$ cat config.mk
export PLATFORM = sky130hd
export DESIGN_NAME = mcsm_mul
export DESIGN_NICKNAME = d
export VERILOG_FILES = /design/src/rtl/core/mcsm_pkg.sv /design/src/rtl/core/mcsm_mul.sv
export SDC_FILE = /design/constraint.sdc
export NUM_CORES = 2
export LEC_CHECK = 0
export ABC_AREA = 1
export BUFFER_PORTS_ARGS = -buffer_cell sky130_fd_sc_hd__buf_2
export CAP_MARGIN = 10
export CELL_PAD_IN_SITES_DETAIL_PLACEMENT = 1
export CELL_PAD_IN_SITES_GLOBAL_PLACEMENT = 2
export CORE_ASPECT_RATIO = 1.75
export CORE_MARGIN = 4
export CORE_UTILIZATION = 35
export CTS_CLUSTER_SIZE = 28
export DETAILED_ROUTE_END_ITERATION = 6
export PLACE_DENSITY = 0.82
export SLEW_MARGIN = 40
export SYNTH_ARGS = -nofsm -noshare
export SYNTH_HDL_FRONTEND = slang
export SYNTH_SLANG_ARGS = --single-unit
$ cat constraint.sdc
create_clock -name i_clk -period 6.3 [get_ports i_clk]
set_input_delay 0.63 -clock i_clk [delete_from_list [all_inputs] [get_ports i_clk]]
set_output_delay 0.63 -clock i_clk [all_outputs]
set_load 0.02 [all_outputs]
$ cat src/rtl/core/mcsm_pkg.sv
// ----------------------------------------------------------------------------
// Motion command safety monitor package
// Shared constants and types for the safety monitor core.
// ----------------------------------------------------------------------------
package mcsm_pkg;

    localparam int unsigned MOTORS_DEF = 16;
    localparam int unsigned VALUE_WIDTH_DEF = 32;
    localparam logic [31:0] PERIOD_RESET = 32'd4294967;

    localparam logic [1:0] REQ_LOAD  = 2'd0;
    localparam logic [1:0] REQ_CHECK = 2'd1;
    localparam logic [1:0] REQ_STORE = 2'd2;
    localparam logic [1:0] REQ_FIX   = 2'd3;

    localparam logic [7:0] EN_MASK  = 8'h6f;
    localparam logic [7:0] EN_VALUE = 8'h27;

    localparam logic signed [7:0] MODE_PP  = 8'sd1;
    localparam logic signed [7:0] MODE_HM  = 8'sd6;
    localparam logic signed [7:0] MODE_CSP = 8'sd8;
    localparam logic signed [7:0] MODE_CSV = 8'sd9;
    localparam logic signed [7:0] MODE_CST = 8'sd10;

    localparam logic [2:0] LIM_MAXPOS = 3'd0;
    localparam logic [2:0] LIM_MINPOS = 3'd1;
    localparam logic [2:0] LIM_MAXVEL = 3'd2;
    localparam logic [2:0] LIM_MINVEL = 3'd3;
    localparam logic [2:0] LIM_MAXACC = 3'd4;
    localparam logic [2:0] LIM_MINACC = 3'd5;
    localparam logic [2:0] LIM_POSFE  = 3'd6;
    localparam logic [2:0] LIM_VELFE  = 3'd7;

    localparam logic [3:0] ERR_OK      = 4'd0;
    localparam logic [3:0] ERR_DISABLE = 4'd1;
    localparam logic [3:0] ERR_POS_MAX = 4'd2;
    localparam logic [3:0] ERR_POS_MIN = 4'd3;
    localparam logic [3:0] ERR_POS_D1  = 4'd4;
    localparam logic [3:0] ERR_POS_D2  = 4'd5;
    localparam logic [3:0] ERR_POS_FE  = 4'd6;
    localparam logic [3:0] ERR_VEL_MAX = 4'd7;
    localparam logic [3:0] ERR_VEL_MIN = 4'd8;
    localparam logic [3:0] ERR_VEL_D1  = 4'd9;
    localparam logic [3:0] ERR_VEL_FE  = 4'd10;
    localparam logic [3:0] ERR_MODE    = 4'd11;

    // Difference operands are kept at 34 bits so that tp + pp - 2*lp never wraps.
    localparam int unsigned DW = 34;

    // Kinds of test the shared unit runs.
    typedef enum logic [1:0] {
        T_GT,     // a > limit
        T_LT,     // a < limit
        T_SCALED  // a outside [k*lo, k*hi], two steps
    } t_test;

endpackage

$ cat src/rtl/core/mcsm_mul.sv
// ----------------------------------------------------------------------------
// Motion command safety monitor multiplier
// Registered 32x32 unsigned multiplier shared by all scaled-limit tests.
// ----------------------------------------------------------------------------
module mcsm_mul
    import mcsm_pkg::*;
(
    input  logic        i_clk,
    input  logic [31:0] i_a,
    input  logic [31:0] i_b,
    output logic [63:0] o_p
);

    logic [63:0] r_p;

    always_ff @(posedge i_clk) begin
        r_p <= 64'(i_a) * 64'(i_b);
    end

    assign o_p = r_p;

endmodule

==> flow_summary.json <==
{
  "outcome": "finished, violations left",
  "violations": "negative setup slack",
  "synth_area_leaders": "fa_1, inv_1, nand2_1, ha_1, dfxtp_1",
  "period_share": 1.03,
  "synth_top_area_frac": 0.480,
  "syn_avg_cell_area_sq_um": 7.45,
  "drc": 0,
  "fmaxAchievable_ghz": 0.154,
  "hp-class": "in2reg",
  "grt.total_usage": 0.241,
  "num-fill-cells": 12800,
  "preCtsSetupSlack_ns": -1.05,
  "clkSlewWorstSetupHoldPaths_ns": 0.06,
  "overflow": 0,
  "synth_top_cell_by_area": "fa_1",
  "crit_arrival_ns": 6.80,
  "drt-initial-drc-count": 1106,
  "syn2layout_area_growth_pct": 26.2,
  "start_kind": "primary input",
  "post_drt_wl_per_cell_microns": 19.7,
  "initial_core_util": 0.353,
  "final_cell_mix": "inv_1, nand2_1, fa_1, buf_4, ha_1",
  "syn_inst": 5023,
  "synth_cell_type_count": 23,
  "end_kind": "register",
  "worst_pin_slew_ns": 0.542,
  "cts_tree": "done",
  "rsz0062_at_grt": "true",
  "ios": 129,
  "portBuffers": 128,
  "cts_buffers": 9,
  "slew_violations": 0,
  "via_per_inst": 4.70,
  "slew_headroom": 0.636,
  "setup_ws_ns": -0.185,
  "drv_cap": 0,
  "die_height_microns": 440,
  "whs_endpoint": "o_p[0]$_DFF_P_",
  "min_from": "i_b[0]",
  "placement_rows": 158,
  "cts_hold_buf": 0,
  "hold_path_depth": 4,
  "ys_seq_area_frac": 0.0343,
  "ant_nets": 0,
  "grt_pass1_vias": 37400,
  "hold_violations": 0,
  "core_sq_um": 106000,
  "yosys_register_bits": 64,
  "largest_reg_flops": 64,
  "root_buffer": "clkbuf_16",
  "final_common_cell": "inv_1",
  "worstPathRequired_ns": 6.61,
  "clkSinkCount": 64,
  "fin_nets": 6674,
  "antenna_found_initial": 3,
  "yosys_warnings": 0,
  "vias": 32000,
  "grt_max_degree": 33,
  "die_area_sq_um": 112000,
  "gp_routability_congestion": 0.888,
  "drive_gt1_frac": 0.231,
  "cts_htree_levels": 3,
  "worstSetupPathType": "in2reg",
  "syn_nets": 6247,
  "setup_violations": 36,
  "wirelength_microns": 134000,
  "drt_pre_antenna_iters": 5,
  "floorplan.die.width_microns": 255,
  "grt_pass1_wl_microns": 207000,
  "worstPathMaxFanout": 7,
  "clock_path_buffers": 2,
  "dp_hpwl_microns": 114000,
  "timing.final.crit_period_ns": 6.49,
  "synth_area_sq_um": 37400
}
[cells in the mapped netlist]
cell      count
nor2_1       81
o21bai_2      1
inv_2        12
nand3_1      56
nor3_2        6
nor3_1       11
xor2_1       33
nand2_2      15
fa_1        896
a21oi_1      43
nor3_4        1
nand4_1      16
nand3_2       9
inv_1      1723
dfxtp_1      64
xnor2_1       2
ha_1        263
nor2_4        6
nand2_1    1566
o21ai_0       2
clkbuf_1    192
o21bai_1     11
nor2_2       14
[worst max-delay path, stage by stage]
cell and delay [ns]:
buf_8 0.13, buf_8 0.15, nand2_2 0.06, inv_2 0.04, fa_1 0.57, fa_1 0.44, fa_1 0.54, inv_2 0.05
fa_1 0.55, inv_2 0.04, fa_1 0.51, inv_2 0.04, fa_1 0.55, inv_1 0.05, fa_2 0.53, fa_2 0.47
ha_4 0.36, nand2_4 0.09, nor2_4 0.16, nand2_2 0.09, buf_6 0.13, nor3_4 0.13, nand2_2 0.09, nand2_4 0.12
nand2_2 0.08, nand2_1 0.07, nand2_1 0.05, nand2_1 0.05
[final cells by class]
cell class | count | area [sq um] | area share
Antenna cell | 1 | 2.50 | 0.0000530
Clock buffer | 11 | 243 | 0.00514
Clock inverter | 5 | 78.8 | 0.00167
Inverter | 1735 | 6540 | 0.139
Multi-Input combinational cell | 3032 | 31500 | 0.667
Sequential cell | 64 | 1280 | 0.0272
Tap cell | 1360 | 1700 | 0.0361
Timing Repair Buffer | 608 | 5890 | 0.125
[kinds of logic after synthesis]
kind of cell,after synthesis,share of synthesized area
DFF,64,0.0343
adders and majority gates,1159,0.568
xor gates and xnor gates,35,0.00820
and+or+nand+nor,1781,0.188
buffers and inverters,1927,0.193
AOI/OAI and AO/OA,57,0.00853
[worst max path at each step]
stage          slack (ns)         endpoint    start  cells after the start
2_1_floorplan       0.006  o_p[62]$_DFF_P_   i_b[7]                     26
3_3_place_gp        -1.03  o_p[53]$_DFF_P_   i_a[9]                     25
3_5_place_dp        -1.05  o_p[53]$_DFF_P_   i_a[9]                     25
4_1_cts             -0.24  o_p[62]$_DFF_P_  i_a[14]                     27
5_1_grt             -0.37  o_p[63]$_DFF_P_  i_a[15]                     28
6_report            -0.19  o_p[63]$_DFF_P_  i_a[13]                     28
[metal layers]
layer | vias to the layer above | track usage | wire, microns
met5 | - | 0 | 13
met4 | 2 | 0.101 | 7930
li1 | 14500 | - | -
met3 | 325 | 0.0152 | 2970
met2 | 584 | 0.482 | 76000
met1 | 16700 | 0.256 | 47100
[what timing repair did]
| action | in CTS | in global routing |
|---|---|---|
| setup endpoints to repair | 54 | 53 |
| gates cloned | 8 | 3 |
| buffers inserted | 34 | 33 |
| pin swaps | 183 | 274 |
| gates resized for setup | 518 | 475 |
[per-stage QoR]
stage	util	instance area, sq um	TNS, ns	hold WS, ns	cells
after floorplan	-	37500	0	0.728	5023
after global placement	0.402	42600	-41.91	1.05	6728
after detailed placement	0.402	42600	-44.25	1.05	6728
after CTS	0.427	45300	-5.06	0.692	6784
after global routing	0.445	47200	-10.92	0.723	6816
final	0.445	47200	-3.95	0.696	6816
Power is left out: the tool's default activity adds up to more than one toggle a clock period on the data nets, which glitch-free logic cannot reach.
